**config.mk**
```make
export PLATFORM = sky130hd
export DESIGN_NAME = qszp_post
export DESIGN_NICKNAME = d
export VERILOG_FILES = /design/src/design/qszp_pkg.sv /design/src/design/qszp_post.sv
export SDC_FILE = /design/constraint.sdc
export NUM_CORES = 1
export LEC_CHECK = 0
export ABC_AREA = 1
export BUFFER_PORTS_ARGS = -buffer_cell sky130_fd_sc_hd__buf_2
export CORE_MARGIN = 1.5
export CORE_UTILIZATION = 58
export DETAILED_ROUTE_END_ITERATION = 16
export PLACE_DENSITY = 0.81
export SLEW_MARGIN = 20
export SYNTH_ARGS = -nofsm -noshare
export SYNTH_HDL_FRONTEND = slang
export SYNTH_SLANG_ARGS = --single-unit
```
**constraint.sdc**
```tcl
create_clock -name clk -period 7.1 [get_ports clk]
set_input_delay 1.42 -clock clk [delete_from_list [all_inputs] [get_ports clk]]
set_output_delay 1.42 -clock clk [all_outputs]
set_load 0.05 [all_outputs]
```
**src/design/qszp_pkg.sv**
```systemverilog
// ----------------------------------------------------------------------------
// Quantization parameter package
// Shared widths, register indexes, storage codes, types and code-limit lookup
// for the scale and zero-point pipeline.
// ----------------------------------------------------------------------------
package qszp_pkg;

	// Field widths.
	localparam int IN_W       = 32;
	localparam int SCALE_W    = 56;
	localparam int CODE_W     = 33;
	localparam int DEN_W      = 32;
	localparam int PROD_W     = 64;
	localparam int ERR_W      = 65;
	localparam int BITS_W     = 7;
	localparam int CFG_IDX_W  = 2;
	localparam int CFG_DATA_W = 7;

	// Default fixed-point formats.
	localparam int DEF_INPUT_FRACTION_BITS = 16;
	localparam int DEF_SCALE_FRACTION_BITS = 40;

	// Divider shape: quotient bits resolved per pipeline stage.
	localparam int DIV_BITS_PER_STAGE = 2;

	// Zero-point quotient clamp at +/- 2^40.
	localparam int                FQ_LOG2  = 40;
	localparam int                MAG_W    = FQ_LOG2 + 1;
	localparam logic [MAG_W-1:0]  FQ_LIMIT = MAG_W'(1) << FQ_LOG2;
	localparam int                ACC_W    = 43;

	// Configuration register indexes.
	localparam logic [CFG_IDX_W-1:0] CFG_BIT_COUNT      = 2'd0;
	localparam logic [CFG_IDX_W-1:0] CFG_NARROW_RANGE   = 2'd1;
	localparam logic [CFG_IDX_W-1:0] CFG_SIGNED_STORAGE = 2'd2;

	// Storage codes.
	localparam logic [1:0] STOR_4B  = 2'd0;
	localparam logic [1:0] STOR_8B  = 2'd1;
	localparam logic [1:0] STOR_16B = 2'd2;
	localparam logic [1:0] STOR_32B = 2'd3;

	typedef struct packed {
		logic [BITS_W-1:0] bit_count;
		logic              narrow_range;
		logic              signed_storage;
	} cfg_t;

	typedef struct packed {
		logic [1:0]               storage;
		logic                     unsup;
		logic signed [CODE_W-1:0] qmin;
		logic signed [CODE_W-1:0] qmax;
	} limits_t;

	// Control and payload that ride alongside the divider lanes.
	typedef struct packed {
		limits_t                  lim;
		logic                     invalid;
		logic                     zero_span;
		logic signed [CODE_W-1:0] q_sel;
		logic [DEN_W-1:0]         diff;
	} side_t;

	// Code limits for the configured storage width.
	function automatic limits_t code_limits(cfg_t c);
		limits_t l;
		l.unsup   = 1'b0;
		l.storage = STOR_4B;
		l.qmin    = '0;
		l.qmax    = '0;
		if (c.bit_count <= BITS_W'(4)) begin
			l.storage = STOR_4B;
			l.qmin    = c.signed_storage ? -33'sd8 : 33'sd0;
			l.qmax    = c.signed_storage ? 33'sd7 : 33'sd15;
		end else if (c.bit_count <= BITS_W'(8)) begin
			l.storage = STOR_8B;
			l.qmin    = c.signed_storage ? -33'sd128 : 33'sd0;
			l.qmax    = c.signed_storage ? 33'sd127 : 33'sd255;
		end else if (c.bit_count <= BITS_W'(16)) begin
			l.storage = STOR_16B;
			l.qmin    = c.signed_storage ? -33'sd32768 : 33'sd0;
			l.qmax    = c.signed_storage ? 33'sd32767 : 33'sd65535;
		end else if (c.bit_count <= BITS_W'(32)) begin
			l.storage = STOR_32B;
			l.qmin    = c.signed_storage ? -33'sd2147483648 : 33'sd0;
			l.qmax    = c.signed_storage ? 33'sd2147483647 : 33'sd4294967295;
		end else begin
			l.unsup = 1'b1;
		end
		if (c.narrow_range) begin
			l.qmin = l.qmin + 33'sd1;
		end
		return l;
	endfunction

	// Magnitude of a code limit.
	function automatic logic [DEN_W-1:0] mag_code(logic signed [CODE_W-1:0] v);
		logic signed [CODE_W-1:0] n;
		n = -v;
		return v[CODE_W-1] ? n[DEN_W-1:0] : v[DEN_W-1:0];
	endfunction

	// Magnitude of an input endpoint.
	function automatic logic [IN_W-1:0] mag_in(logic signed [IN_W-1:0] v);
		logic [IN_W-1:0] n;
		n = -v;
		return v[IN_W-1] ? n : v;
	endfunction

endpackage

```
**src/design/qszp_post.sv**
```systemverilog
// ----------------------------------------------------------------------------
// Back stages
// Scale alignment and saturation, floor correction, clamping and rounding of
// the zero point, and the special cases; ends in the output register.
// ----------------------------------------------------------------------------
module qszp_post import qszp_pkg::*; #(
	parameter int INPUT_FRACTION_BITS = DEF_INPUT_FRACTION_BITS,
	parameter int SCALE_FRACTION_BITS = DEF_SCALE_FRACTION_BITS,
	parameter int DIV_W               = 64
) (
	input  logic                     clk,
	input  logic                     arst_n,
	input  logic                     en,
	input  logic                     in_valid,
	input  logic [DIV_W-1:0]         quot_scale,
	input  logic [DIV_W-1:0]         quot_zero,
	input  logic [DEN_W-1:0]         rem_zero,
	input  logic                     zero_neg,
	input  side_t                    side,
	output logic                     out_valid,
	output logic [SCALE_W-1:0]       scale_value,
	output logic signed [CODE_W-1:0] zero_point,
	output logic signed [CODE_W-1:0] code_low,
	output logic signed [CODE_W-1:0] code_high,
	output logic [1:0]               storage_code,
	output logic                     unsupported,
	output logic                     invalid_order
);

	localparam int KN = (INPUT_FRACTION_BITS > SCALE_FRACTION_BITS) ?
		INPUT_FRACTION_BITS - SCALE_FRACTION_BITS : 0;
	localparam logic [SCALE_W-1:0] SCALE_ONE = SCALE_W'(1) << SCALE_FRACTION_BITS;

	// Stage 1: floor correction, quotient clamp, round compare, scale saturation.
	logic                 v_s1;
	logic [MAG_W-1:0]     mag_s1;
	logic                 neg_s1, gt_s1, eq_s1;
	logic [SCALE_W-1:0]   scale_s1;
	side_t                side_s1;
	logic                 frac_c;
	logic [DIV_W:0]       mag_c;
	logic [DEN_W-1:0]     remf_c;
	logic [DEN_W:0]       twice_c;
	logic [DIV_W-1:0]     shifted_c;

	assign frac_c    = zero_neg && (rem_zero != '0);
	assign mag_c     = {1'b0, quot_zero} + (DIV_W+1)'(frac_c);
	assign remf_c    = frac_c ? side.diff - rem_zero : rem_zero;
	assign twice_c   = {remf_c, 1'b0};
	assign shifted_c = quot_scale >> KN;

	always_ff @(posedge clk or negedge arst_n) begin
		if (!arst_n) begin
			v_s1 <= 1'b0;
		end else if (en) begin
			v_s1 <= in_valid;
		end
	end

	always_ff @(posedge clk) begin
		if (en) begin
			mag_s1   <= (mag_c > (DIV_W+1)'(FQ_LIMIT)) ? FQ_LIMIT : mag_c[MAG_W-1:0];
			neg_s1   <= zero_neg;
			gt_s1    <= twice_c > {1'b0, side.diff};
			eq_s1    <= twice_c == {1'b0, side.diff};
			scale_s1 <= (|shifted_c[DIV_W-1:SCALE_W]) ? '1 : shifted_c[SCALE_W-1:0];
			side_s1  <= side;
		end
	end

	// Stage 2: a = q - floor(t / diff).
	logic                     v_s2;
	logic signed [ACC_W-1:0]  acc_s2;
	logic                     gt_s2, eq_s2;
	logic [SCALE_W-1:0]       scale_s2;
	side_t                    side_s2;
	logic signed [ACC_W-1:0]  q_c, m_c;

	assign q_c = ACC_W'(side_s1.q_sel);
	assign m_c = $signed(ACC_W'(mag_s1));

	always_ff @(posedge clk or negedge arst_n) begin
		if (!arst_n) begin
			v_s2 <= 1'b0;
		end else if (en) begin
			v_s2 <= v_s1;
		end
	end

	always_ff @(posedge clk) begin
		if (en) begin
			acc_s2   <= neg_s1 ? q_c + m_c : q_c - m_c;
			gt_s2    <= gt_s1;
			eq_s2    <= eq_s1;
			scale_s2 <= scale_s1;
			side_s2  <= side_s1;
		end
	end

	// Stage 3: round half away from zero, clamp, apply special cases.
	logic                    dec_c;
	logic signed [ACC_W-1:0] z_c, lo_c, hi_c, zc_c;

	assign dec_c = gt_s2 || (eq_s2 && (acc_s2 < ACC_W'(1)));
	assign z_c   = acc_s2 - ACC_W'(dec_c);
	assign lo_c  = ACC_W'(side_s2.lim.qmin);
	assign hi_c  = ACC_W'(side_s2.lim.qmax);
	assign zc_c  = (z_c < lo_c) ? lo_c : ((z_c > hi_c) ? hi_c : z_c);

	always_ff @(posedge clk or negedge arst_n) begin
		if (!arst_n) begin
			out_valid <= 1'b0;
		end else if (en) begin
			out_valid <= v_s2;
		end
	end

	always_ff @(posedge clk) begin
		if (en) begin
			if (side_s2.lim.unsup) begin
				scale_value   <= '0;
				zero_point    <= '0;
				code_low      <= '0;
				code_high     <= '0;
				storage_code  <= STOR_4B;
				unsupported   <= 1'b1;
				invalid_order <= 1'b0;
			end else begin
				code_low      <= side_s2.lim.qmin;
				code_high     <= side_s2.lim.qmax;
				storage_code  <= side_s2.lim.storage;
				unsupported   <= 1'b0;
				invalid_order <= side_s2.invalid;
				if (side_s2.invalid) begin
					scale_value <= '0;
					zero_point  <= '0;
				end else if (side_s2.zero_span) begin
					scale_value <= SCALE_ONE;
					zero_point  <= side_s2.lim.qmin;
				end else begin
					scale_value <= scale_s2;
					zero_point  <= zc_c[CODE_W-1:0];
				end
			end
		end
	end

endmodule

```
==> flow_summary_export.csv <==
group,metric,value,unit
route,drt_wl_total,86520,um
clock_network,cts_setup_buffers,0,
die,start_util,58.84,%
sta,rsz0062_at_grt,"false",
synthesis,synthDistinctLibCells,48,
route,wl_per_cell,17.99,um
route,drc,0,
worst_setup_path,rrSetupSlack,1.00,ns
place,portBuffers,460,
flow_run,maxCapViolCount,0,
sta,clock_skew,0.02739,ns
worst_setup_path,start_kind,"flip-flop",
worst_setup_path,crit_path_frequent_cell,"nand2_1",
power,p_leak,0.01654,uW
worst_setup_path,critPathMaxFanout,24,
clock_network,htree_levels,2,
clock_network,clockBufferDepth,3,
clock_network,cts_buffers,54,
global_routing,track_usage,30.41,%
route,drt_first_pass_iters,6,
die,core_area,53920,um^2
sta,max_freq,163.9,MHz
worst_setup_path,slowest_stage,"nand2_2",
layout,syn_to_final_growth,15.60,%
sta,fin_setup_tns,0,ns
synthesis,synth_top_cell_by_area,"edfxtp_1",
sta,tightest_slew,1.043,ns
power,p_per_area,247.1,nW/um^2
global_routing,antenna_found_initial,15,
worst_setup_path,crit_buf_inv,5,
route,dr_total_vias,26120,
layout,seq_area,16140,um^2
die,ioPinCount,461,
global_routing,grt_max_degree,191,
min_path,hold_depth,0,
die,die_w,236.9,um
layout,drive_gt1_share,15.90,%
min_path,hold_class,"reg -> reg",
synthesis,synth.area.top_cells,"edfxtp_1, nand2_1, ha_1",
synthesis,syn-num-nets,4075,
min_path,min_to,"hi_c[1]",
route,final_antenna_net_count,0,
global_routing,grt_pass1_wl,133200,um
synthesis,yosys_warnings,0,
sta,period_share,85.91,%
sta,period_minus_slack,6.100,ns
clock_network,root_buffer,"clkbuf_16",
layout,final_nets,4559,
synthesis,yosys-top-cells-count,"nand2_1, inv_1, edfxtp_1",
place,dp_hpwl,69030,um
synthesis,yosysTopAreaCellShare,50.64,%
synthesis,synth-edff-count,535,
power,p_total,9064,uW
synthesis,ys_ff_latch,538,
worst_setup_path,rr_startpoint,"acc_s2[37]",
min_path,min_from,"side_s1[68]",
synthesis,synthArstFlopShare,0.5576,%
sta,setup_viol,0,
synthesis,synth_area,31730,um^2
die,die-area,56110,um^2
worst_setup_path,crit_required,7.58,ns
worst_setup_path,r2r_cells,36,
power,ir_drop,200.5,uV
worst_setup_path,cpPeakStageDelay,0.43,ns
worst_setup_path,crit_type,"reg -> reg",
die,rows,85,
synthesis,syn_inst,3578,
synthesis,avgSynthCellArea,8.867,um^2
clock_network,cts.sink_count,538,
worst_setup_path,critPathArrivalTime,6.58,ns
clock_network,cts.clk_slew.worst_paths,0.06,ns
place,place_congestion,1.025,
sta,finalHoldViolations,0,
global_routing,gr-total-overflow,0,
global_routing,grt_pass1_vias,25640,
synthesis,ys_seq_area_share,50.88,%
worst_setup_path,critPathTopFamily,"simple AND/OR/NAND/NOR gates",
clock_network,post_cts_resized,0,
synthesis,yosys_most_used_dff,"edfxtp_1",
route,drt_iter0_markers,1833,
layout,n_fill_cell,4264,
sta,drv_slew,0,
layout,multi_input_area,13110,um^2
clock_network,insertion_delay,0.61,ns
sta,slew_headroom,30.02,%
die,chipHeight,236.9,um
outcome,status,"complete, no violations",
clock_network,holdBufCountCts,0,
clock_network,cts_tree,"built",
worst_setup_path,r2r-end,"zero_point[2]",
synthesis,synth_most_common_cell,"nand2_1",
route,route.detailed.vias_per_inst,5.432,
worst_setup_path,worstSetupEndpointType,"flip-flop",
layer usage:
metal / track usage [%] / part of all wire, % / up-vias
met4: 15.25 / 5.1 / 20
met3: 4.710 / 6.5 / 254
li1: - / - / 12890
met5: 0 / 0.15 / -
met1: 35.80 / 39 / 11940
met2: 53.99 / 50 / 1018
metrics by stage:
| stage | area, um^2 | instances | setup slack [ns] | hold slack, ns | utilization, % |
|---|---|---|---|---|---|
| finish | 36670 | 4809 | 1.000 | 0.4014 | 68.01 |
| global route | 36670 | 4808 | 0.2565 | 0.4138 | 68.01 |
| CTS | 36660 | 4803 | 0.7080 | 0.4093 | 67.98 |
| detailed placement | 34900 | 4702 | 0.7305 | 0.4045 | 64.73 |
| global placement | 34900 | 4702 | 0.9227 | 0.4006 | 64.73 |
| floorplan | 31730 | 3578 | 2.189 | 0.4003 | - |
registers in the layout, indices dropped and copies added, names as in the netlist, 41 cells and up:
| signal | count |
|---|---|
| scale_value | 56 |
| mag_s1 | 41 |
| scale_s1 | 56 |
| side_s1 | 71 |
| scale_s2 | 56 |
| acc_s2 | 43 |
layout make-up:
cell class                      instances  share of cell area (%)
Tap cell                              696                   2.375
Clock buffer                           65                   3.855
Sequential cell                       538                   44.01
Timing Repair Buffer                  484                   6.967
Clock inverter                         36                  0.9280
Inverter                              594                   6.080
Antenna cell                            6                 0.04094
Multi-Input combinational cell       2390                   35.74
how the worst max path moves through the flow:
stage | from | to | slack (ns) | depth (start not counted)
global route | acc_s2[33] | zero_point[8] | 0.26 | 36
detailed placement | acc_s2[37] | zero_point[4] | 0.73 | 35
floorplan | acc_s2[37] | zero_point[24] | 2.19 | 38
finish | acc_s2[37] | zero_point[2] | 1.00 | 36
CTS | acc_s2[37] | zero_point[4] | 0.71 | 35
global placement | acc_s2[37] | zero_point[1] | 0.92 | 35
placed cells by master, fill, tap and decap left out, types with 7 or more instances in the layout:
cell type / instances
xnor2_1: 49
buf_2: 459
inv_1: 583
a21o_1: 11
nand2_1: 701
nand3_1: 169
inv_2: 10
a31oi_1: 11
clkbuf_1: 10
nand4_1: 76
clkbuf_16: 55
edfxtp_1: 535
nor4_1: 36
nor3_1: 32
ha_1: 194
clkinv_2: 13
xor2_1: 100
buf_4: 19
a21oi_1: 197
o21bai_1: 19
o21a_1: 16
a21oi_2: 39
a21boi_0: 7
nand3b_1: 18
o21ai_0: 117
clkinv_1: 10
nor2_1: 531
nor2_2: 14
kinds of logic after synthesis:
kind of cell | Yosys count | synth area share (%)
buf+inv | 650 | 7.825
compound gates | 436 | 7.955
simple gates | 1608 | 21.42
xor+xnor | 149 | 4.113
fa+ha+maj | 196 | 7.777
mux | 1 | 0.03549
flops | 538 | 50.88
where the power goes:
part / switching (uW) / total, uW / internal, uW
Combinational: 1580 / 2310 / 728
Clock: 1190 / 2800 / 1610
Sequential: 134 / 3950 / 3820
Total: 2910 / 9060 / 6160
Note: power is estimated with default switching activity, not from simulation.
